**src/rtl/dtcp_pkg.sv**
```systemverilog
`timescale 1ns / 1ps
// ----------------------------------------------------------------------------
// dtcp_pkg
// shared types, constants and lookup functions of the depth false-color map
// ----------------------------------------------------------------------------
package dtcp_pkg;

   // widest depth sample handled internally
   localparam int DEPTH_MAX_BITS = 16;

   // width of the shifted piece numerator
   localparam int X_BITS = 23;

   // reciprocal width and product width of the level divider
   localparam int RECIP_BITS = 32;
   localparam int PROD_BITS  = X_BITS + RECIP_BITS;

   // level k in q1.16
   localparam int K_BITS = 17;
   localparam logic [K_BITS-1:0] K_ONE = 17'h10000;

   // reciprocals ceil(2^32 / n), exact for numerators below 2^23
   localparam logic [63:0] TWO_POW_32 = 64'h1_0000_0000;
   localparam logic [RECIP_BITS-1:0] RECIP_3   = 32'((TWO_POW_32 + 64'd2) / 64'd3);
   localparam logic [RECIP_BITS-1:0] RECIP_5   = 32'((TWO_POW_32 + 64'd4) / 64'd5);
   localparam logic [RECIP_BITS-1:0] RECIP_25  = 32'((TWO_POW_32 + 64'd24) / 64'd25);
   localparam logic [RECIP_BITS-1:0] RECIP_39  = 32'((TWO_POW_32 + 64'd38) / 64'd39);
   localparam logic [RECIP_BITS-1:0] RECIP_251 = 32'((TWO_POW_32 + 64'd250) / 64'd251);

   // focus region codes
   typedef enum logic [1:0] {
      MODE_NORMAL,
      MODE_NEAR,
      MODE_MIDDLE,
      MODE_FAR
   } depth_mode_type;

   // linear piece of the depth curve
   typedef enum logic [1:0] {
      PIECE_LOW,
      PIECE_MID,
      PIECE_HIGH
   } piece_type;

   // how the piece term combines with its base level
   typedef enum logic [1:0] {
      OP_SUB,
      OP_ADD_SAT,
      OP_ZERO
   } level_op_type;

   // break points of one focus region
   typedef struct packed {
      logic [13:0] t1;
      logic [13:0] t2;
   } mode_thr_type;

   // k = base op floor((d - offset) * 2^shift / divisor)
   typedef struct packed {
      logic [13:0]           offset;
      logic [3:0]            shift;
      logic                  use_recip;
      logic [RECIP_BITS-1:0] recip;
      logic [K_BITS-1:0]     base;
      level_op_type          op;
   } piece_cfg_type;

   function automatic mode_thr_type mode_thresholds(depth_mode_type mode);
      mode_thr_type thr;
      case (mode)
         MODE_NORMAL: thr = '{t1: 14'd2048, t2: 14'd4096};
         MODE_NEAR:   thr = '{t1: 14'd4096, t2: 14'd8192};
         MODE_MIDDLE: thr = '{t1: 14'd1600, t2: 14'd4096};
         MODE_FAR:    thr = '{t1: 14'd40,   t2: 14'd2048};
         default:     thr = '{t1: 14'd2048, t2: 14'd4096};
      endcase
      return thr;
   endfunction

   function automatic piece_cfg_type make_piece(
      logic [13:0]           offset,
      logic [3:0]            shift,
      logic                  use_recip,
      logic [RECIP_BITS-1:0] recip,
      logic [K_BITS-1:0]     base,
      level_op_type          op
   );
      piece_cfg_type cfg;
      cfg.offset    = offset;
      cfg.shift     = shift;
      cfg.use_recip = use_recip;
      cfg.recip     = recip;
      cfg.base      = base;
      cfg.op        = op;
      return cfg;
   endfunction

   // slopes of the three pieces per focus region
   function automatic piece_cfg_type piece_config(depth_mode_type mode, piece_type piece);
      piece_cfg_type cfg;
      cfg = make_piece(14'd0, 4'd0, 1'b0, '0, '0, OP_ZERO);
      case (mode)
         MODE_NORMAL: begin
            case (piece)
               PIECE_LOW: cfg = make_piece(14'd0, 4'd3, 1'b0, '0, K_ONE, OP_SUB);
               PIECE_MID: cfg = make_piece(14'd2048, 4'd4, 1'b0, '0, 17'd49152, OP_SUB);
               default:   cfg = make_piece(14'd4096, 4'd3, 1'b0, '0, 17'd16384, OP_ADD_SAT);
            endcase
         end
         MODE_NEAR: begin
            case (piece)
               PIECE_LOW: cfg = make_piece(14'd0, 4'd2, 1'b0, '0, K_ONE, OP_SUB);
               PIECE_MID: cfg = make_piece(14'd4096, 4'd3, 1'b0, '0, 17'd49152, OP_SUB);
               default:   cfg = make_piece(14'd8192, 4'd3, 1'b1, RECIP_3, 17'd16384,
                                           OP_ADD_SAT);
            endcase
         end
         MODE_MIDDLE: begin
            case (piece)
               PIECE_LOW: cfg = make_piece(14'd0, 4'd8, 1'b1, RECIP_25, K_ONE, OP_SUB);
               PIECE_MID: cfg = make_piece(14'd1600, 4'd9, 1'b1, RECIP_39, 17'd49152, OP_SUB);
               default:   cfg = make_piece(14'd4096, 4'd3, 1'b0, '0, 17'd16384, OP_ADD_SAT);
            endcase
         end
         MODE_FAR: begin
            case (piece)
               PIECE_LOW: cfg = make_piece(14'd0, 4'd11, 1'b1, RECIP_5, K_ONE, OP_SUB);
               PIECE_MID: cfg = make_piece(14'd40, 4'd12, 1'b1, RECIP_251, 17'd49152, OP_SUB);
               default:   cfg = make_piece(14'd2048, 4'd0, 1'b0, '0, '0, OP_ZERO);
            endcase
         end
         default: cfg = make_piece(14'd0, 4'd0, 1'b0, '0, '0, OP_ZERO);
      endcase
      return cfg;
   endfunction

   // color ramp: band operand widths and multiples of one unit of 20*k
   localparam int OPND_BITS = 20;
   localparam int CPROD_BITS = 28;
   localparam logic [OPND_BITS-1:0] U2  = 20'h20000;
   localparam logic [OPND_BITS-1:0] U4  = 20'h40000;
   localparam logic [OPND_BITS-1:0] U6  = 20'h60000;
   localparam logic [OPND_BITS-1:0] U12 = 20'hC0000;

   // floor(v / 3) for v below 2048 as (v * 1366) >> 12
   localparam logic [10:0] DIV3_RECIP = 11'd1366;
   localparam int DIV3_SHIFT = 12;

   typedef enum logic [3:0] {
      BAND_0,
      BAND_1,
      BAND_2,
      BAND_3,
      BAND_4,
      BAND_5,
      BAND_6,
      BAND_7,
      BAND_8
   } band_type;

   // channel = offset + floor(scale * operand / 2^shift), optionally divided by 3
   typedef struct packed {
      logic [7:0]           offset;
      logic [7:0]           scale;
      logic [OPND_BITS-1:0] operand;
      logic [4:0]           shift;
      logic                 div3;
   } chan_op_type;

endpackage

```
**src/rtl/dtcp_if.sv**
```systemverilog
`timescale 1ns / 1ps
// ----------------------------------------------------------------------------
// dtcp_if
// valid/ready channels for depth samples and false-color pixels
// ----------------------------------------------------------------------------

// depth sample channel
interface dtcp_req_if #(
   parameter int DEPTH_BITS = 14
);
   logic                  valid;
   logic                  ready;
   logic [DEPTH_BITS-1:0] depth;

   modport source (output valid, output depth, input ready);
   modport sink   (input valid, input depth, output ready);
endinterface

// false-color pixel channel
interface dtcp_rsp_if;
   logic       valid;
   logic       ready;
   logic [7:0] red;
   logic [7:0] green;
   logic [7:0] blue;

   modport source (output valid, output red, output green, output blue, input ready);
   modport sink   (input valid, input red, input green, input blue, output ready);
endinterface

```
**src/rtl/depth_to_color_palette_map.sv**
```systemverilog
`timescale 1ns / 1ps
// ----------------------------------------------------------------------------
// depth_to_color_palette_map
// false-color rendering of raw depth samples
// ----------------------------------------------------------------------------
// usage
//   req_chan carries one depth sample per transaction, rsp_chan returns its
//   red, green and blue bytes, one response per request, in order.
//   csr_wr_en / csr_wr_data write the 2-bit focus mode (normal, near, middle,
//   far); write it only while no transaction is in flight.
// pipeline and throughput
//   six register stages: a sample accepted on req_chan passes the three
//   level stages and then the three color stages before it is presented
//   on rsp_chan.
//   one transaction per clock while rsp_chan.ready stays high; each stage
//   holds one transaction and no stage iterates, so the level divider and
//   the channel multipliers each take a full stage.
// reset
//   synchronous, active high: the pipeline empties and the mode returns to
//   normal.
// stalls
//   a stalled response holds its bytes; earlier stages keep filling bubbles
//   and req_chan.ready drops only when all six stages are occupied.
// ----------------------------------------------------------------------------
module depth_to_color_palette_map #(
   parameter int DEPTH_BITS = 14
) (
   input  logic       clock,
   input  logic       reset,
   input  logic       csr_wr_en,
   input  logic [1:0] csr_wr_data,
   dtcp_req_if.sink   req_chan,
   dtcp_rsp_if.source rsp_chan
);
   import dtcp_pkg::*;

   // focus mode register
   depth_mode_type mode_ff, mode_in;

   // level handoff between the two halves
   logic              lvl_valid;
   logic              lvl_ready;
   logic [K_BITS-1:0] lvl_k;

   assign mode_in = csr_wr_en ? depth_mode_type'(csr_wr_data) : mode_ff;

   always_ff @(posedge clock) begin
      if (reset) begin
         mode_ff <= MODE_NORMAL;
      end else begin
         mode_ff <= mode_in;
      end
   end

   // depth to level
   dtcp_level #(
      .DEPTH_BITS (DEPTH_BITS)
   ) u_level (
      .clock     (clock),
      .reset     (reset),
      .mode      (mode_ff),
      .in_valid  (req_chan.valid),
      .in_ready  (req_chan.ready),
      .in_depth  (req_chan.depth),
      .out_valid (lvl_valid),
      .out_ready (lvl_ready),
      .out_level (lvl_k)
   );

   // level to color
   dtcp_color u_color (
      .clock     (clock),
      .reset     (reset),
      .in_valid  (lvl_valid),
      .in_ready  (lvl_ready),
      .in_level  (lvl_k),
      .out_valid (rsp_chan.valid),
      .out_ready (rsp_chan.ready),
      .out_red   (rsp_chan.red),
      .out_green (rsp_chan.green),
      .out_blue  (rsp_chan.blue)
   );

endmodule

```
**src/rtl/dtcp_level.sv**
```systemverilog
`timescale 1ns / 1ps
// ----------------------------------------------------------------------------
// dtcp_level
// three-stage pipeline mapping a depth sample to its q1.16 level k
// ----------------------------------------------------------------------------
module dtcp_level #(
   parameter int DEPTH_BITS = 14
) (
   input  logic                         clock,
   input  logic                         reset,
   input  dtcp_pkg::depth_mode_type     mode,
   input  logic                         in_valid,
   output logic                         in_ready,
   input  logic [DEPTH_BITS-1:0]        in_depth,
   output logic                         out_valid,
   input  logic                         out_ready,
   output logic [dtcp_pkg::K_BITS-1:0]  out_level
);
   import dtcp_pkg::*;

   // stage enables, a stage moves when it is empty or its successor moves
   logic en1_w, en2_w, en3_w;
   logic v1_ff, v2_ff, v3_ff;
   logic v1_in, v2_in, v3_in;

   // stage 1 registers
   logic [X_BITS-1:0]     x_ff, x_in;
   logic [RECIP_BITS-1:0] recip_ff, recip_in;
   logic                  use_recip_ff, use_recip_in;
   logic [K_BITS-1:0]     base1_ff, base1_in;
   level_op_type          op1_ff, op1_in;

   // stage 2 registers
   logic [X_BITS-1:0]     q_ff, q_in;
   logic [K_BITS-1:0]     base2_ff;
   level_op_type          op2_ff;

   // stage 3 registers
   logic [K_BITS-1:0]     k_ff, k_in;

   // stage 1 work signals
   logic [DEPTH_MAX_BITS-1:0] d_w;
   logic [DEPTH_MAX_BITS-1:0] diff_w;
   mode_thr_type              thr_w;
   piece_type                 piece_w;
   piece_cfg_type             cfg_w;

   // stage 2 and 3 work signals
   logic [PROD_BITS-1:0] prod_w;
   logic [23:0]          sum_w;
   logic [23:0]          dif_w;

   // handshake chain
   assign en3_w     = !v3_ff || out_ready;
   assign en2_w     = !v2_ff || en3_w;
   assign en1_w     = !v1_ff || en2_w;
   assign in_ready  = en1_w;
   assign out_valid = v3_ff;
   assign out_level = k_ff;

   assign v1_in = en1_w ? in_valid : v1_ff;
   assign v2_in = en2_w ? v1_ff : v2_ff;
   assign v3_in = en3_w ? v2_ff : v3_ff;

   // stage 1: pick the piece and form the shifted numerator
   always_comb begin
      d_w   = DEPTH_MAX_BITS'(in_depth);
      thr_w = mode_thresholds(mode);
      if (d_w < {2'b00, thr_w.t1}) begin
         piece_w = PIECE_LOW;
      end else if (d_w < {2'b00, thr_w.t2}) begin
         piece_w = PIECE_MID;
      end else begin
         piece_w = PIECE_HIGH;
      end
      cfg_w        = piece_config(mode, piece_w);
      diff_w       = d_w - {2'b00, cfg_w.offset};
      x_in         = X_BITS'({7'b0, diff_w} << cfg_w.shift);
      recip_in     = cfg_w.recip;
      use_recip_in = cfg_w.use_recip;
      base1_in     = cfg_w.base;
      op1_in       = cfg_w.op;
   end

   // stage 2: divide by the piece's constant through its reciprocal, or pass x through
   assign prod_w = PROD_BITS'(x_ff) * PROD_BITS'(recip_ff);
   assign q_in   = use_recip_ff ? prod_w[PROD_BITS-1:RECIP_BITS] : x_ff;

   // stage 3: combine with the base level and clamp
   assign sum_w = 24'(base2_ff) + 24'(q_ff);
   assign dif_w = 24'(base2_ff) - 24'(q_ff);

   always_comb begin
      case (op2_ff)
         OP_SUB:     k_in = dif_w[K_BITS-1:0];
         OP_ADD_SAT: k_in = (sum_w > 24'(K_ONE)) ? K_ONE : sum_w[K_BITS-1:0];
         OP_ZERO:    k_in = '0;
         default:    k_in = '0;
      endcase
   end

   // valid bits
   always_ff @(posedge clock) begin
      if (reset) begin
         v1_ff <= 1'b0;
         v2_ff <= 1'b0;
         v3_ff <= 1'b0;
      end else begin
         v1_ff <= v1_in;
         v2_ff <= v2_in;
         v3_ff <= v3_in;
      end
   end

   // payload registers
   always_ff @(posedge clock) begin
      if (en1_w) begin
         x_ff         <= x_in;
         recip_ff     <= recip_in;
         use_recip_ff <= use_recip_in;
         base1_ff     <= base1_in;
         op1_ff       <= op1_in;
      end
      if (en2_w) begin
         q_ff     <= q_in;
         base2_ff <= base1_ff;
         op2_ff   <= op1_ff;
      end
      if (en3_w) begin
         k_ff <= k_in;
      end
   end

   // level never leaves 0..1
   a_level_range: assert property (@(posedge clock) disable iff (reset)
      v3_ff |-> (k_ff <= K_ONE))
      else $error("level above one");

   // falling pieces never run below zero
   a_no_underflow: assert property (@(posedge clock) disable iff (reset)
      (v2_ff && (op2_ff == OP_SUB)) |-> (24'(q_ff) <= 24'(base2_ff)))
      else $error("level piece underflow");

   // input is held off only when every stage is occupied
   a_full_stall: assert property (@(posedge clock) disable iff (reset)
      !in_ready |-> (v1_ff && v2_ff && v3_ff))
      else $error("stall with a free stage");

endmodule

```
**src/rtl/dtcp_color.sv**
```systemverilog
`timescale 1ns / 1ps
// ----------------------------------------------------------------------------
// dtcp_color
// three-stage pipeline turning level k into red, green and blue bytes
// ----------------------------------------------------------------------------
module dtcp_color (
   input  logic                        clock,
   input  logic                        reset,
   input  logic                        in_valid,
   output logic                        in_ready,
   input  logic [dtcp_pkg::K_BITS-1:0] in_level,
   output logic                        out_valid,
   input  logic                        out_ready,
   output logic [7:0]                  out_red,
   output logic [7:0]                  out_green,
   output logic [7:0]                  out_blue
);
   import dtcp_pkg::*;

   function automatic chan_op_type make_op(
      logic [7:0]           offset,
      logic [7:0]           scale,
      logic [OPND_BITS-1:0] operand,
      logic [4:0]           shift,
      logic                 div3
   );
      chan_op_type op;
      op.offset  = offset;
      op.scale   = scale;
      op.operand = operand;
      op.shift   = shift;
      op.div3    = div3;
      return op;
   endfunction

   function automatic chan_op_type const_op(logic [7:0] value);
      return make_op(value, 8'd0, '0, 5'd0, 1'b0);
   endfunction

   // stage enables and valid bits
   logic en1_w, en2_w, en3_w;
   logic v1_ff, v2_ff, v3_ff;
   logic v1_in, v2_in, v3_in;

   // stage 1: per-channel recipe
   chan_op_type op_r_ff, op_g_ff, op_b_ff;
   chan_op_type op_r_in, op_g_in, op_b_in;

   // stage 2: per-channel products
   logic [CPROD_BITS-1:0] prod_ff [3];
   logic [CPROD_BITS-1:0] prod_in [3];
   logic [7:0]            off_ff  [3];
   logic [4:0]            sh_ff   [3];
   logic                  div3_ff [3];

   // stage 3: output bytes
   logic [7:0] chan_ff [3];
   logic [7:0] chan_in [3];

   // stage 1 work signals
   logic [20:0]          k20_w;
   logic [4:0]           hi_w;
   logic [4:0]           edge_w;
   band_type             band_w;
   logic [OPND_BITS-1:0] o_w;
   logic [OPND_BITS-1:0] os_w;

   // stage 3 work signals
   logic [CPROD_BITS-1:0] shifted_w [3];
   logic [20:0]           third_w   [3];
   logic [9:0]            val_w     [3];
   logic [8:0]            sum9_w    [3];

   // handshake chain
   assign en3_w     = !v3_ff || out_ready;
   assign en2_w     = !v2_ff || en3_w;
   assign en1_w     = !v1_ff || en2_w;
   assign in_ready  = en1_w;
   assign out_valid = v3_ff;
   assign out_red   = chan_ff[0];
   assign out_green = chan_ff[1];
   assign out_blue  = chan_ff[2];

   assign v1_in = en1_w ? in_valid : v1_ff;
   assign v2_in = en2_w ? v1_ff : v2_ff;
   assign v3_in = en3_w ? v2_ff : v3_ff;

   // stage 1: 20*k, its band and offset into the band
   always_comb begin
      k20_w = (21'(in_level) << 4) + (21'(in_level) << 2);
      hi_w  = k20_w[20:16];
      if (hi_w < 5'd2) begin
         band_w = BAND_0; edge_w = 5'd0;
      end else if (hi_w < 5'd4) begin
         band_w = BAND_1; edge_w = 5'd2;
      end else if (hi_w < 5'd7) begin
         band_w = BAND_2; edge_w = 5'd4;
      end else if (hi_w < 5'd10) begin
         band_w = BAND_3; edge_w = 5'd7;
      end else if (hi_w < 5'd12) begin
         band_w = BAND_4; edge_w = 5'd10;
      end else if (hi_w < 5'd14) begin
         band_w = BAND_5; edge_w = 5'd12;
      end else if (hi_w < 5'd16) begin
         band_w = BAND_6; edge_w = 5'd14;
      end else if (hi_w < 5'd18) begin
         band_w = BAND_7; edge_w = 5'd16;
      end else begin
         band_w = BAND_8; edge_w = 5'd18;
      end
      o_w  = OPND_BITS'(k20_w - {edge_w, 16'h0000});
      os_w = (o_w > U2) ? U2 : o_w;
   end

   // stage 1: channel recipes of each band
   always_comb begin
      case (band_w)
         BAND_0: begin
            op_r_in = make_op(8'd128, 8'd127, o_w, 5'd17, 1'b0);
            op_g_in = op_r_in;
            op_b_in = op_r_in;
         end
         BAND_1: begin
            op_r_in = const_op(8'd255);
            op_g_in = make_op(8'd0, 8'd255, U2 - o_w, 5'd17, 1'b0);
            op_b_in = op_g_in;
         end
         BAND_2: begin
            op_r_in = const_op(8'd255);
            op_g_in = make_op(8'd0, 8'd255, o_w, 5'd16, 1'b1);
            op_b_in = const_op(8'd0);
         end
         BAND_3: begin
            op_r_in = make_op(8'd0, 8'd255, U6 - o_w, 5'd17, 1'b1);
            op_g_in = make_op(8'd0, 8'd255, U12 - o_w, 5'd18, 1'b1);
            op_b_in = const_op(8'd0);
         end
         BAND_4: begin
            op_r_in = make_op(8'd0, 8'd1, U2 - o_w, 5'd10, 1'b0);
            op_g_in = const_op(8'd196);
            op_b_in = make_op(8'd0, 8'd1, o_w, 5'd10, 1'b0);
         end
         BAND_5: begin
            op_r_in = const_op(8'd0);
            op_g_in = const_op(8'd196);
            op_b_in = make_op(8'd128, 8'd127, o_w, 5'd17, 1'b0);
         end
         BAND_6: begin
            op_r_in = const_op(8'd0);
            op_g_in = make_op(8'd0, 8'd196, U2 - o_w, 5'd17, 1'b0);
            op_b_in = const_op(8'd255);
         end
         BAND_7: begin
            op_r_in = make_op(8'd0, 8'd1, o_w, 5'd10, 1'b0);
            op_g_in = const_op(8'd0);
            op_b_in = make_op(8'd0, 8'd255, U4 - o_w, 5'd18, 1'b0);
         end
         BAND_8: begin
            op_r_in = make_op(8'd0, 8'd1, U2 - os_w, 5'd10, 1'b0);
            op_g_in = const_op(8'd0);
            op_b_in = op_r_in;
         end
         default: begin
            op_r_in = const_op(8'd0);
            op_g_in = const_op(8'd0);
            op_b_in = const_op(8'd0);
         end
      endcase
   end

   // stage 2: scale times operand per channel
   assign prod_in[0] = CPROD_BITS'(op_r_ff.scale) * CPROD_BITS'(op_r_ff.operand);
   assign prod_in[1] = CPROD_BITS'(op_g_ff.scale) * CPROD_BITS'(op_g_ff.operand);
   assign prod_in[2] = CPROD_BITS'(op_b_ff.scale) * CPROD_BITS'(op_b_ff.operand);

   // stage 3: truncate, optional third, add offset
   always_comb begin
      for (int i = 0; i < 3; i++) begin
         shifted_w[i] = prod_ff[i] >> sh_ff[i];
         third_w[i]   = (21'(shifted_w[i][9:0]) * 21'(DIV3_RECIP)) >> DIV3_SHIFT;
         val_w[i]     = div3_ff[i] ? third_w[i][9:0] : shifted_w[i][9:0];
         sum9_w[i]    = 9'(off_ff[i]) + 9'(val_w[i][7:0]);
         chan_in[i]   = sum9_w[i][7:0];
      end
   end

   // valid bits
   always_ff @(posedge clock) begin
      if (reset) begin
         v1_ff <= 1'b0;
         v2_ff <= 1'b0;
         v3_ff <= 1'b0;
      end else begin
         v1_ff <= v1_in;
         v2_ff <= v2_in;
         v3_ff <= v3_in;
      end
   end

   // payload registers
   always_ff @(posedge clock) begin
      if (en1_w) begin
         op_r_ff <= op_r_in;
         op_g_ff <= op_g_in;
         op_b_ff <= op_b_in;
      end
      if (en2_w) begin
         prod_ff[0] <= prod_in[0];
         prod_ff[1] <= prod_in[1];
         prod_ff[2] <= prod_in[2];
         off_ff[0]  <= op_r_ff.offset;
         off_ff[1]  <= op_g_ff.offset;
         off_ff[2]  <= op_b_ff.offset;
         sh_ff[0]   <= op_r_ff.shift;
         sh_ff[1]   <= op_g_ff.shift;
         sh_ff[2]   <= op_b_ff.shift;
         div3_ff[0] <= op_r_ff.div3;
         div3_ff[1] <= op_g_ff.div3;
         div3_ff[2] <= op_b_ff.div3;
      end
      if (en3_w) begin
         chan_ff[0] <= chan_in[0];
         chan_ff[1] <= chan_in[1];
         chan_ff[2] <= chan_in[2];
      end
   end

   // truncated products fit the third-divider input
   a_shift_fits: assert property (@(posedge clock) disable iff (reset)
      v2_ff |-> ((shifted_w[0][CPROD_BITS-1:10] == '0) &&
                 (shifted_w[1][CPROD_BITS-1:10] == '0) &&
                 (shifted_w[2][CPROD_BITS-1:10] == '0)))
      else $error("channel product out of range");

   // offset plus ramp term stays a byte
   a_byte_fits: assert property (@(posedge clock) disable iff (reset)
      v2_ff |-> ((sum9_w[0] <= 9'd255) && (sum9_w[1] <= 9'd255) &&
                 (sum9_w[2] <= 9'd255) && (val_w[0][9:8] == 2'b00) &&
                 (val_w[1][9:8] == 2'b00) && (val_w[2][9:8] == 2'b00)))
      else $error("channel byte overflow");

   // input is held off only when every stage is occupied
   a_full_stall: assert property (@(posedge clock) disable iff (reset)
      !in_ready |-> (v1_ff && v2_ff && v3_ff))
      else $error("stall with a free stage");

endmodule
```
**src/flat_wrapper.sv**
```systemverilog
// flat-port wrapper written by rule: the top's interface ports become plain ports
module depth_to_color_palette_map_flat import dtcp_pkg::*;
#(
   parameter int DEPTH_BITS = 14
)
  (clock, reset, csr_wr_en, csr_wr_data, req_chan_valid, req_chan_depth, req_chan_ready, rsp_chan_valid, rsp_chan_red, rsp_chan_green, rsp_chan_blue, rsp_chan_ready);
  dtcp_req_if #(.DEPTH_BITS(DEPTH_BITS)) req_chan_i ();
  dtcp_rsp_if rsp_chan_i ();
  input  logic clock;
  input  logic reset;
  input  logic csr_wr_en;
  input  logic [1:0] csr_wr_data;
  input wire logic [$bits(req_chan_i.valid)-1:0] req_chan_valid;
  input wire logic [$bits(req_chan_i.depth)-1:0] req_chan_depth;
  output wire logic [$bits(req_chan_i.ready)-1:0] req_chan_ready;
  output wire logic [$bits(rsp_chan_i.valid)-1:0] rsp_chan_valid;
  output wire logic [$bits(rsp_chan_i.red)-1:0] rsp_chan_red;
  output wire logic [$bits(rsp_chan_i.green)-1:0] rsp_chan_green;
  output wire logic [$bits(rsp_chan_i.blue)-1:0] rsp_chan_blue;
  input wire logic [$bits(rsp_chan_i.ready)-1:0] rsp_chan_ready;
  assign req_chan_i.valid = req_chan_valid;
  assign req_chan_i.depth = req_chan_depth;
  assign req_chan_ready = req_chan_i.ready;
  assign rsp_chan_valid = rsp_chan_i.valid;
  assign rsp_chan_red = rsp_chan_i.red;
  assign rsp_chan_green = rsp_chan_i.green;
  assign rsp_chan_blue = rsp_chan_i.blue;
  assign rsp_chan_i.ready = rsp_chan_ready;
  depth_to_color_palette_map #(.DEPTH_BITS(DEPTH_BITS)) u_core (.clock(clock), .reset(reset), .csr_wr_en(csr_wr_en), .csr_wr_data(csr_wr_data), .req_chan(req_chan_i), .rsp_chan(rsp_chan_i));
endmodule
```
**config.mk**
```make
export PLATFORM = sky130hd
export DESIGN_NAME = depth_to_color_palette_map_flat
export DESIGN_NICKNAME = d
export VERILOG_FILES = /design/src/rtl/dtcp_pkg.sv /design/src/rtl/dtcp_if.sv /design/src/rtl/depth_to_color_palette_map.sv /design/src/rtl/dtcp_level.sv /design/src/rtl/dtcp_color.sv /design/src/flat_wrapper.sv
export SDC_FILE = /design/constraint.sdc
export NUM_CORES = 2
export LEC_CHECK = 0
export BUFFER_PORTS_ARGS = -buffer_cell sky130_fd_sc_hd__buf_2
export CAP_MARGIN = 10
export CORE_ASPECT_RATIO = 1.4
export CORE_UTILIZATION = 55
export DETAILED_ROUTE_END_ITERATION = 6
export PLACE_DENSITY = 0.71
export SETUP_SLACK_MARGIN = 0.2
export SLEW_MARGIN = 15
export SYNTH_ARGS = -nofsm -noshare
export SYNTH_HDL_FRONTEND = slang
export SYNTH_SLANG_ARGS = --single-unit
```
**constraint.sdc**
```tcl
create_clock -name clock -period 13.5 [get_ports clock]
set_input_delay 2.025 -clock clock [delete_from_list [all_inputs] [get_ports clock]]
set_output_delay 2.025 -clock clock [all_outputs]
set_load 0.02 [all_outputs]
```
# ---- Yosys cells after proc, flatten, opt, wreduce, memory -nomap -nowiden
# Memories as Yosys holds them, arrays and structs flattened.
# Index checks and enable logic that the tools add are counted.
dict set report totals {
  mem_count 5
  ram_bits 150
  register_bits 268
  out_inout_bits 26
}
dict set report op_classes {
  n_eq_ne 13
  n_mux 38
  n_mul 7
  shift 4
  order_cmp 12
  reduce_logical 19
  n_addsub 13
}
# memory depth width rd rd_ports_with_merged_regs write_ports line
set mem_list {}
lappend mem_list {u_core.u_color.prod_ff 3 28 3 0 3 dtcp_color.sv:50} ;# logic [CPROD_BITS-1:0] prod_ff [3];
lappend mem_list {u_core.u_color.chan_ff 3 8 3 0 3 dtcp_color.sv:57} ;# logic [7:0] chan_ff [3];
lappend mem_list {u_core.u_color.off_ff 3 8 3 0 3 dtcp_color.sv:52} ;# logic [7:0] off_ff [3];
lappend mem_list {u_core.u_color.sh_ff 3 5 3 0 3 dtcp_color.sv:53} ;# logic [4:0] sh_ff [3];
lappend mem_list {u_core.u_color.div3_ff 3 1 3 0 3 dtcp_color.sv:54} ;# logic div3_ff [3];
# operator count
set ops {}
lappend ops {{42-bit case mux with 6 select lines} 3}
lappend ops {{70-bit case mux with 4 select lines} 1}
lappend ops {{69-bit case mux with 2 select lines} 2}
lappend ops {{70-bit case mux with 2 select lines} 1}
lappend ops {{68-bit case mux with 2 select lines} 1}
lappend ops {{28-bit case mux with 4 select lines} 1}
lappend ops {{8-bit by 20-bit multiplier with 28-bit output} 3}
lappend ops {{28-bit by 5-bit >> shifter with 10-bit output} 3}
lappend ops {{4-bit 2-to-1 mux} 15}
lappend ops {{10-bit by 10-bit multiplier with 19-bit output, second input constant} 3}
lappend ops {{23-bit by 32-bit multiplier with 55-bit output} 1}
lappend ops {{18-bit by 20-bit subtractor with 20-bit output, first input constant} 2}
lappend ops {{19-bit by 20-bit subtractor with 20-bit output, first input constant} 2}
lappend ops {{17-bit case mux with 2 select lines} 1}
lappend ops {{14-bit < comparator} 2}
lappend ops {{17-bit by 23-bit adder with 24-bit output} 1}
lappend ops {{8-bit adder} 3}
lappend ops {{24-bit by 17-bit greater-than comparator with 1-bit output, second input constant} 1}
lappend ops {{8-bit 2-to-1 mux} 3}
lappend ops {{23-bit 2-to-1 mux} 1}
lappend ops {{16-bit by 4-bit << shifter with 23-bit output} 1}
lappend ops {{21-bit by 19-bit adder with 21-bit output} 1}
lappend ops {{20-bit by 18-bit greater-than comparator with 1-bit output, second input constant} 1}
lappend ops {{20-bit 2-to-1 mux} 1}
lappend ops {{other kinds (22)} 52}

# ---- Depth between registers and ports, before layout
dict set report logic_depth {
  word_depth 15
  ltp_mapped 32
  depth_no_buf 30
}

# ---- Modules after synthesis
# Synthesis repeated with hierarchy kept, for this count alone.
dict set report hier_totals {
  cells_unflattened 5201
  area_unflattened_um2 51536.9
}
# mod cells_per_inst instances area_each_um2
set modules_own_cells {}
lappend modules_own_cells {dtcp_level 2744 1 25967.4}
lappend modules_own_cells {dtcp_color 2451 1 25502.0}
lappend modules_own_cells {depth_to_color_palette_map 6 1 67.6}

# ---- Worst setup path before layout
# OpenSTA, ideal clock, no wires.
dict set report synth_timing {
  path_type {register to register}
  start {register u_core.u_level.x_ff[8]}
  end {register u_core.u_level.q_ff[22] (data pin)}
  n_path_buf 2
  period_less_slack_ns 7.516
  t_required_ns 13.240
  slack_ns 5.984
  setup_time_ns 0.260
  arrival_time_ns 7.256
  stages_incl_launch_ff 29
  path_cell_list {edfxtp_1 -> clkbuf_1 -> clkbuf_1 -> nand2_1 -> fa_1 -> inv_1 -> fa_1 -> inv_1 -> fa_1 -> fa_1 -> inv_1 -> fa_1 -> inv_1 -> fa_1 -> inv_1 -> fa_1 -> ha_1 -> a21o_1 -> a21o_1 -> a211oi_1 -> o21ai_0 -> o2111ai_1 -> a21oi_1 -> o2111ai_1 -> a311oi_1 -> o31ai_1 -> o21bai_1 -> xnor2_1 -> mux2_2}
}
dict set report synth_between {
  elab_chain_cells 2
}
# item line
set synth_rtl {}
lappend synth_rtl {{start: declaration} dtcp_level.sv:27} ;# logic [X_BITS-1:0] x_ff, x_in;
lappend synth_rtl {{start signal: assignment} dtcp_level.sv:118} ;# x_ff <= x_in;
lappend synth_rtl {{23-bit by 32-bit multiplier with 55-bit output} dtcp_level.sv:86} ;# assign prod_w = PROD_BITS'(x_ff) * PROD_BITS'(recip_ff);
lappend synth_rtl {{23-bit 2-to-1 mux} dtcp_level.sv:87} ;# assign q_in = use_recip_ff ? prod_w[PROD_BITS-1:RECIP_BITS] : x_ff;
lappend synth_rtl {{net u_core.u_level.q_in[22]} dtcp_level.sv:34} ;# logic [X_BITS-1:0] q_ff, q_in;
lappend synth_rtl {{end signal: assignment} dtcp_level.sv:125} ;# q_ff <= q_in;
lappend synth_rtl {{end: declaration} dtcp_level.sv:34}
# The timed path passes the listed nets, and every way through them passes these cells.
# A chain may end at the register's enable or synchronous reset.

# ---- Final worst setup path
dict set report layout_timing {
  start {register u_core.u_level.recip_ff[29]}
  end {register u_core.u_level.q_ff[22] (data pin)}
}
dict set report layout_between {
  elab_chain_cells 2
}
# item line
set layout_rtl {}
lappend layout_rtl {{start: declaration} dtcp_level.sv:28} ;# logic [RECIP_BITS-1:0] recip_ff, recip_in;
lappend layout_rtl {{start signal: assignment} dtcp_level.sv:119} ;# recip_ff <= recip_in;
lappend layout_rtl {{23-bit by 32-bit multiplier with 55-bit output} dtcp_level.sv:86}
lappend layout_rtl {{23-bit 2-to-1 mux} dtcp_level.sv:87}
lappend layout_rtl {{net u_core.u_level.q_in[22]} dtcp_level.sv:34}
# The timed path passes the listed nets, and every way through them passes these cells.

==> summary.md <==
| Metric | Value |
|---|---|
| Site row count | 130 |
| Async SR Flop Fraction | 0 |
| Hold Vio Cnt, Final | 0 |
| Max incr delay on CP | around 1.1 ns |
| Die area | approximately 0.093 sq mm |
| Max Cap Violations | 0 |
| Clk sinks | 290 |
| Sw frac | 0.5107 |
| Setup crit start | u_core.u_level.recip_ff[29] |
| Critical path class | reg -> reg |
| Synth Net Count | roughly 6500 |
| Initial Util | 0.5576 |
| RSZ-0062 raised after global routing | false |
| Reg2Reg Launch Point | u_core.u_level.recip_ff[29] |
| Post-synth top flop | edfxtp_1 |
| Commonest non-fill, non-tap cell in the layout | inv_1 |
| Num CTS Buffers | 36 |
| Setup Fix Bufs, Post-CTS | 0 |
| Number of synthesized register bits | 290 |
| DRT iter0 DRCs | approximately 2000 |
| First-pass GRT wire length | around 210000 microns |
| Netlist Area Pre-Place | roughly 0.050 sq mm |
| Final Skew | between 0.03 and 0.04 ns |
| Sequential power share | 0.209 |
| Initial antenna violation count | 1 |
| Net load switching power | 4.298 mW |
| Critical Path Sink Type | flip-flop |
| Final nets | roughly 6500 |
| Hold WC Path Type | reg -> reg |
| Post-synthesis sequential area ratio | 0.1717 |
| Crit path cell chain | nand2_1 -> fa_1 -> inv_1 -> fa_1 -> inv_1 -> fa_1 -> inv_1 -> fa_1 -> inv_1 -> fa_1 -> fa_1 -> inv_1 -> fa_1 -> ha_1 -> nand4_1 -> nor4b_1 -> o2111ai_1 -> a21oi_1 -> o2111ai_1 -> a311oi_1 -> o31ai_1 -> o21bai_1 -> xnor2_1 -> mux2_2 |
| Antenna viol nets, final | 0 |
| Yosys warns | 0 |
| Largest net degree at the start of global routing | between 80 and 90 |
| Gr usage total | 0.2999 |
| Vias per inst | 5.589 |
| Worst-path clk slew | ~0.060 ns |
| Most frequent cells in the layout | inv_1 (1167), fa_1 (895), ha_1 (539), nand2_1 (453), edfxtp_1 (282) |
| Max-slew violation count | 0 |
| Status | completed |
| Layout cell share with drive strength beyond 1 | 0.04629 |
| Period utilisation layout | 0.6890 |
| Core footprint | 0.09011 sq mm |
| DR DRC count | 0 |
| IO buf count | 46 |
| Crit path DAT | around 9.6 ns |
| Clock Power Share | 0.115 |
| Final Setup Violations | 0 |
| Syn Inst Count | between 5000 and 6000 |
| Synth cell types | 100 |
| TritonRoute pass-1 iters | 7 |
| Overall power | roughly 8.4 mW |
| Root Driver | clkbuf_16 |
| Pwr/cell area | 159.4 mW/mm^2 |
| Antenna diode instance count | 0 |
| Vias in the first global route | ~38000 |
| Hold_sp | u_core.u_color.op_g_ff[2] |
| TritonCTS clock tree | done |
| Setup TNS | 0 ns |
| DP HPWL | 114500 microns |
| Clk buf depth | 3 |
| Hold_ws | 0.4168 ns |
| DR vias | 34770 |
| Final Routed Wirelength | about 130000 microns |
| P&R area growth vs syn | 5.053% |
| Grt ovf | 0 |
| Leak | roughly 27 nW |
| Critical path startpoint category | flip-flop |
| Number of synthesized flops with an enable pin | 282 |
| Total I/O pin count | 47 |
| Clk Latency, worst-skew pair | between 0.5 and 0.6 ns |
| Relative slew slack | 0.2590 |
| Die Wd | about 260 microns |
| Internal power | between 4 and 5 mW |
| Syn_area_per_cell | about 10 sq um |
| Most Frequent Cell on Critical Path | fa_1 |
| H-Tree Depth | 2 |
| Drt wl/cell | 21.59 microns |
| Slew @ Worst Pin | roughly 1.1 ns |
| Critical path's slowest cell | edfxtp_1 |
| Combinational Power Share | 0.676 |
| Post-cts sizing count | 0 |
| IR drop worst, VDD | around 260 uV |
| RD Place Congestion | between 1 and 1.5 |
| Critical path peak fanout | 23 |
| F_max | approximately 110 MHz |
| Minimum clock period | between 9 and 10 ns |
| Die Y-Extent | 359.6 microns |
| Hold Buf Count CTS | 0 |
| WP data required | 13.83 ns |
==> cells in the mapped netlist, types with 40 or more instances <==
master	number	area share
a21o_1	48	0.0072
and2_1	274	0.034
nor2_1	168	0.013
nor3_1	45	0.0045
fa_1	895	0.36
nand2_1	454	0.034
inv_1	1168	0.087
edfxtp_1	282	0.17
xnor2_1	103	0.018
nand3_1	56	0.0056
clkbuf_1	123	0.0092
xor2_1	40	0.0070
mux2i_1	53	0.011
a21oi_1	189	0.019
o21ai_0	131	0.013
ha_1	539	0.13
==> power by group through the flow <==
stage	sequential [mW]	combinational, mW	clock, mW
floorplan	1.59	4.20	0
global placement	1.76	5.51	0
detailed placement	1.77	5.63	0
CTS	1.75	5.67	0.987
global route	1.78	6.34	1.01
finish	1.76	5.69	0.967
==> worst max-delay path, delay by kind of cell, from the launching register on <==
family                     cells  cell delay, ns
AOI/OAI and AO/OA              6            2.22
xor gates and xnor gates       1            0.08
adders and majority gates      8            3.97
buffers and inverters          5            0.27
DFF                            1            1.06
muxes                          1            0.27
and+or+nand+nor                3            1.14
==> state kept, by name (all words and copies together) (netlist names), 2 cells and up <==
name,cells
u_core.u_level.q_ff,23
u_core.u_color.off_ff,6
u_core.u_color.sh_ff,9
u_core.u_level.x_ff,23
u_core.u_color.chan_ff,24
u_core.u_level.base1_ff,3
u_core.u_color.op_g_ff,26
u_core.u_level.recip_ff,16
u_core.u_level.op1_ff,2
u_core.u_color.op_b_ff,26
u_core.u_level.base2_ff,3
u_core.u_color.prod_ff,75
u_core.u_color.div3_ff,2
u_core.u_level.out_level,17
u_core.u_level.op2_ff,2
u_core.mode_ff,2
u_core.u_color.op_r_ff,24
==> metal layers <==
layer | vias to the layer above | track usage | share of wire
met5 | - | 0 | 0
met4 | 0 | 0.2084 | 0.083
met3 | 414 | 0.03408 | 0.046
met2 | 1140 | 0.5527 | 0.53
met1 | 17310 | 0.3160 | 0.34
li1 | 15900 | - | -
==> cell families (layout without fill, tap and decap cells) <==
logic type,Yosys count,after routing,synth area share
DFF,290,290,0.1717
xor gates and xnor gates,145,145,0.02557
adders and majority gates,1434,1434,0.4908
AOI/OAI and AO/OA,614,614,0.07869
and+or+nand+nor,1130,1130,0.1097
muxes,102,102,0.02401
buffers and inverters,1321,1318,0.09951
==> stage by stage <==
step	cell area (sq um)	utilization	worst slack, ns	cells
final	52780	0.5858	4.198	6221
after global routing	52780	0.5858	4.014	6221
after CTS	52780	0.5858	4.288	6221
after detailed placement	51650	0.5732	4.346	6158
after global placement	51650	0.5732	4.412	6158
after floorplan	50240	-	5.984	5036
==> path summary, 6_finish.rpt <==
path | slack, ns | depth (start not counted) | to
max reg2reg | 4.20 | 24 | u_core.u_level.q_ff[22]
max | 4.20 | 24 | u_core.u_level.q_ff[22]
min | 0.42 | 0 | u_core.u_color.sh_ff[0][6]
min reg2reg | 0.42 | 0 | u_core.u_color.sh_ff[0][6]
==> area by class of cell <==
type	count	area, sq um
sequential	290	8628
tap	1188	1486
inverter	1172	4402
clock buffer	42	923.4
timing repair buffer	83	508.0
fill	7832	37330
multi-input combinational	3425	36620
clock inverter	21	211.5
(Power assumes the default switching activity.)
